<file path="config.mk">
export PLATFORM = sky130hd
export DESIGN_NAME = drs_ctrl
export DESIGN_NICKNAME = d
export VERILOG_FILES = /design/src/rtl/core/drs_pkg.sv /design/src/rtl/core/drs_ctrl.sv
export SDC_FILE = /design/constraint.sdc
export NUM_CORES = 1
export LEC_CHECK = 0
export BUFFER_PORTS_ARGS = -buffer_cell sky130_fd_sc_hd__buf_2
export CAP_MARGIN = 10
export CORE_AREA = 2 2 39 41
export DETAILED_ROUTE_END_ITERATION = 16
export DIE_AREA = 0 0 41 43
export PLACE_DENSITY = 0.71
export SETUP_SLACK_MARGIN = 0.2
export SLEW_MARGIN = 10
export SYNTH_ARGS = -nofsm -noshare
export SYNTH_HDL_FRONTEND = slang
export SYNTH_SLANG_ARGS = --single-unit
</file>
<file path="constraint.sdc">
create_clock -name clk -period 1.7 [get_ports clk]
set_clock_uncertainty 0.15 [all_clocks]
set_input_delay 0.17 -clock clk [delete_from_list [all_inputs] [get_ports clk]]
set_output_delay 0.17 -clock clk [all_outputs]
set_load 0.05 [all_outputs]
</file>
<file path="src/rtl/core/drs_pkg.sv">
`default_nettype none
package drs_pkg;

  localparam int SPS_DEF   = 4;
  localparam int DEPTH_DEF = 16;
  localparam int TFB_DEF   = 24;

  // register index codes
  localparam logic [2:0] REG_TIME_STEP  = 3'd0;
  localparam logic [2:0] REG_START_TIME = 3'd1;
  localparam logic [2:0] REG_ECHO_RE    = 3'd2;
  localparam logic [2:0] REG_ECHO_IM    = 3'd3;
  localparam logic [2:0] REG_PHASE_STEP = 3'd4;
  localparam logic [2:0] REG_GAIN       = 3'd5;
  localparam logic [2:0] REG_DC_RE      = 3'd6;
  localparam logic [2:0] REG_DC_IM      = 3'd7;

  localparam logic [25:0] TIME_STEP_RST  = 26'd16777216;
  localparam logic [31:0] START_TIME_RST = 32'd134217728;
  localparam logic [15:0] GAIN_RST       = 16'd4096;

  // floor(x/3) = (x * DIV3_MUL) >> DIV3_SHIFT for x below 2^18
  localparam logic [19:0] DIV3_MUL   = 20'd699051;
  localparam int          DIV3_SHIFT = 21;

  // odd sine polynomial, Q30
  localparam logic signed [32:0] SIN_A9 = 33'sd172272;
  localparam logic signed [32:0] SIN_A [4] = '{
    -33'sd5026995, 33'sd85569306, -33'sd693598668, 33'sd1686629713
  };

  typedef struct packed {
    logic       store;
    logic       coef1;
    logic       coef2;
    logic       coef3;
    logic       sin_start;
    logic       rd;
    logic [1:0] rd_idx;
    logic       mac;
    logic       rnd;
    logic       echo;
    logic       mix;
    logic       gain;
    logic       adv;
    logic       load_out;
    logic       last;
  } dp_cmd_t;

  typedef struct packed {
    logic win_rdy;
    logic sin_done;
  } dp_sts_t;

endpackage
`default_nettype wire

</file>
<file path="src/rtl/core/drs_ctrl.sv">
`default_nettype none
module drs_ctrl (
  input  wire logic             clk,
  input  wire logic             rst_n,
  input  wire logic             in_valid,
  output logic                  in_ready,
  output logic                  out_valid,
  input  wire logic             out_ready,
  output drs_pkg::dp_cmd_t      cmd,
  input  wire drs_pkg::dp_sts_t sts
);

  localparam logic [4:0] ST_IDLE = 5'd0;
  localparam logic [4:0] ST_CHK  = 5'd1;
  localparam logic [4:0] ST_C1   = 5'd2;
  localparam logic [4:0] ST_C2   = 5'd3;
  localparam logic [4:0] ST_C3   = 5'd4;
  localparam logic [4:0] ST_R0   = 5'd5;
  localparam logic [4:0] ST_R1   = 5'd6;
  localparam logic [4:0] ST_R2   = 5'd7;
  localparam logic [4:0] ST_R3   = 5'd8;
  localparam logic [4:0] ST_M4   = 5'd9;
  localparam logic [4:0] ST_RND  = 5'd10;
  localparam logic [4:0] ST_ECH  = 5'd11;
  localparam logic [4:0] ST_MIX  = 5'd12;
  localparam logic [4:0] ST_GN   = 5'd13;
  localparam logic [4:0] ST_ADV  = 5'd14;
  localparam logic [4:0] ST_WO   = 5'd15;

  logic [4:0] state_r, state_nxt;
  logic [1:0] n_r, n_nxt;
  logic       ov_r, ov_nxt;
  logic       last;

  always_comb begin
    cmd       = '0;
    state_nxt = state_r;
    n_nxt     = n_r;
    ov_nxt    = ov_r && !out_ready;
    last      = !(n_r == 2'd1 && sts.win_rdy);
    cmd.last  = last;
    unique case (state_r)
      ST_IDLE: begin
        if (in_valid) begin
          cmd.store = 1'b1;
          n_nxt     = '0;
          state_nxt = ST_CHK;
        end
      end
      ST_CHK:  state_nxt = sts.win_rdy ? ST_C1 : ST_IDLE;
      ST_C1: begin
        cmd.coef1     = 1'b1;
        cmd.sin_start = 1'b1;
        state_nxt     = ST_C2;
      end
      ST_C2: begin
        cmd.coef2 = 1'b1;
        state_nxt = ST_C3;
      end
      ST_C3: begin
        cmd.coef3 = 1'b1;
        state_nxt = ST_R0;
      end
      ST_R0: begin
        cmd.rd     = 1'b1;
        cmd.rd_idx = 2'd0;
        state_nxt  = ST_R1;
      end
      ST_R1: begin
        cmd.rd     = 1'b1;
        cmd.rd_idx = 2'd1;
        cmd.mac    = 1'b1;
        state_nxt  = ST_R2;
      end
      ST_R2: begin
        cmd.rd     = 1'b1;
        cmd.rd_idx = 2'd2;
        cmd.mac    = 1'b1;
        state_nxt  = ST_R3;
      end
      ST_R3: begin
        cmd.rd     = 1'b1;
        cmd.rd_idx = 2'd3;
        cmd.mac    = 1'b1;
        state_nxt  = ST_M4;
      end
      ST_M4: begin
        cmd.mac   = 1'b1;
        state_nxt = ST_RND;
      end
      ST_RND: begin
        cmd.rnd   = 1'b1;
        state_nxt = ST_ECH;
      end
      ST_ECH: begin
        cmd.echo  = 1'b1;
        state_nxt = ST_MIX;
      end
      ST_MIX: begin
        if (sts.sin_done) begin
          cmd.mix   = 1'b1;
          state_nxt = ST_GN;
        end
      end
      ST_GN: begin
        cmd.gain  = 1'b1;
        state_nxt = ST_ADV;
      end
      ST_ADV: begin
        cmd.adv   = 1'b1;
        n_nxt     = n_r + 2'd1;
        state_nxt = ST_WO;
      end
      ST_WO: begin
        if (!ov_r || out_ready) begin
          cmd.load_out = 1'b1;
          ov_nxt       = 1'b1;
          state_nxt    = last ? ST_IDLE : ST_C1;
        end
      end
      default: state_nxt = ST_IDLE;
    endcase
  end

  always_ff @(posedge clk) begin
    if (!rst_n) begin
      state_r <= ST_IDLE;
      n_r     <= '0;
      ov_r    <= 1'b0;
    end else begin
      state_r <= state_nxt;
      n_r     <= n_nxt;
      ov_r    <= ov_nxt;
    end
  end

  assign in_ready  = (state_r == ST_IDLE);
  assign out_valid = ov_r;

endmodule
`default_nettype wire

</file>
==> metrics <==
Tot Pwr=about 0.00046 W; count leader, synth=nor2_1; top post-synthesis cells by area=dfxtp_1 26%, nor3_1 6.4%, nor2_1 6.2%; Fin. Hold Viols=0; Iteration-0 DRC Markers=18; clk root buf=clkbuf_4; dpl ws=approximately 120 ps; layout cells sized above 1=0.692; Netlist cell types=32; critical path arrival=roughly 1400 ps; fin crit share=1.04; critical path class=reg2out; failing checks=setup timing; CP startpoint kind=register; crit path max fanout=4; post-DP HPWL=between 1000 and 1500 um; register area share after synthesis=0.256; post-synth top area share=0.256; Slew @ Worst Pin=557 ps; EDFF count, synth=0; clk buf depth=2; Worst setup EP type=primary output; status=complete, but fails checks; Async SR Flop Fraction=0; fin util=0.854; wire length per cell=about 16 um; FF+latch area=roughly 150 sq um; Mapped Area=547 sq um; Hold Slack=roughly 5.3 ps; I/O pin cnt=24; Slew Limit Fails=0; worst-case headroom to the max-slew limit=0.628; total iterations of the first detailed-routing run=4; Synth Warn #=0; dominant cell type by area after synthesis=dfxtp_1; die extent in y=approximately 43 um; Primary FF master, synth=dfxtp_1; Hold Path Class=in2reg; leakage power=between 0.5 and 0.6 nW; Sink Count=7; Reg2Reg Setup Slack=about 70 ps; area of placed instances=801 sq um; Syn Nets=84; cell family with most CP delay=simple AND/OR/NAND/NOR gates; clock slew at reported path FFs=50 ps; vias in the first global route=660; final setup margin=-60.4 ps; Vias=between 700 and 800; syn avg cell area=about 7 sq um; Area growth syn-to-layout=116%; post-route cell area=~1200 sq um; initial core utilization=0.395; RSZ-0062 raised after global routing=true; largest net degree at the start of global routing=17; Residual DRC=0; Clock Latency Late Sink=240 ps; global-route wire length before repair=about 3200 um; die area=1760 sq um; Clock H-tree levels=1; GRT Util Overall=0.270; max-cap check violation count=0; Hold-fix buffers, CTS=0; Core Rows=14; antenna cells=0; maximum clock rate=between 500 and 600 MHz; CTS tree=yes; total CTS buffers=3; Slowest-stage cell, CP=or4_4; Synth top cells by count=9 x nor2_1, 8 x nand2_1, 7 x dfxtp_1, 7 x nor3_1, 6 x inv_1; antenna viol nets, final=0; Req. time, crit path=between 1000 and 1500 ps; drt total wl=2190 um; Vias/cell=about 5.4; Buffers on Ports=23; Core Region=roughly 1400 sq um; width of the chip=slightly above 40 um; Max IR drop VDD=between 400 and 500 uV; Synth Register Bits=7; WP buf/inv=1; final net count=between 100 and 150; Overflow after GRT=0; CP Cell Sequence=or4_4, nor2_4, buf_6; Critical Path Max Stage Delay=roughly 590 ps; RD Place Congestion=between 0.7 and 0.8; PD cells=~390 nW/um^2; fin crit period=1760 ps; fillers=73; setup violators final=7; initial antenna violation count=0; multi-input logic area=508 sq um; Syn Inst Count=77
placed cells by master, fill, tap and decap left out, types with 2 or more instances in the layout:
cell,n
buf_6,15
buf_4,15
buf_2,7
buf_8,7
nor2_4,5
inv_1,5
nor2_1,4
nand2_1,4
nor3_4,4
nand2_2,3
nor3_1,3
clkbuf_4,3
dfxtp_2,3
or2_4,2
nand2b_4,2
nand2b_1,2
o21ai_0,2
o22ai_2,2
a21oi_2,2
a211oi_2,2
dfxtp_1,2
dfxtp_4,2
worst paths after layout:
check | startpoint | endpoint | depth (start not counted)
hold / removal | rst_n | n_r[1] | 2
setup / recovery | state_r[0] | cmd[15] | 3
setup reg to reg | state_r[1] | state_r[1] | 6
hold reg to reg | n_r[0] | n_r[0] | 2
logic make-up (layout without fill, tap and decap cells):
logic type,count (synthesis),in the layout,synth area share
buf+inv,13,56,0.117
simple gates,39,39,0.378
fa+ha+maj,1,1,0.0229
flops,7,7,0.256
compound gates,17,17,0.227
sequential cells by signal, summed over array words and instances (netlist names):
register and flops:
state_r 4, n_r 2, out_valid 1
where the power goes:
part | total, W | internal [W] | switching, W
logic | 0.000144 | 0.0000647 | 0.0000795
registers | 0.000169 | 0.000165 | 0.00000419
clock network | 0.000148 | 0.0000894 | 0.0000586
total | 0.000461 | 0.000319 | 0.000142
what timing repair did:
item                                    in CTS  in global routing
pin swaps                                    8                  8
buffers inserted                            13                  3
gates cloned                                 1                  0
endpoints found under the setup margin      18                 22
resized for setup                           57                 11
stage by stage:
stage               TNS [ps]  std cells
floorplan                  0         77
global placement           0        115
detailed placement         0        115
CTS                    -93.9        133
global route            -653        136
finish                  -157        136
metal layers:
layer	up-vias	wire, um	track usage	part of all wire
met1	346	918	0.381	0.42
met4	0	31	0.0600	0.014
met3	4	95	0.0314	0.043
li1	356	-	-	-
met5	-	0	0	0
met2	28	1140	0.425	0.52
worst reg2reg max path: stages (launching register included):
cell and delay (ps):
dfxtp_2 320, buf_4 140, buf_6 120, buf_4 130
and2b_1 150, a2111o_1 330, a311oi_2 200
area by class of cell:
class                   instances  share of cell area
multi-input cells              57               0.430
repair buffers                 45               0.374
flip-flops and latches          7               0.128
inverters                       7              0.0286
clock buffers                   4              0.0222
well taps                      16              0.0169
(Power assumes the default switching activity.)
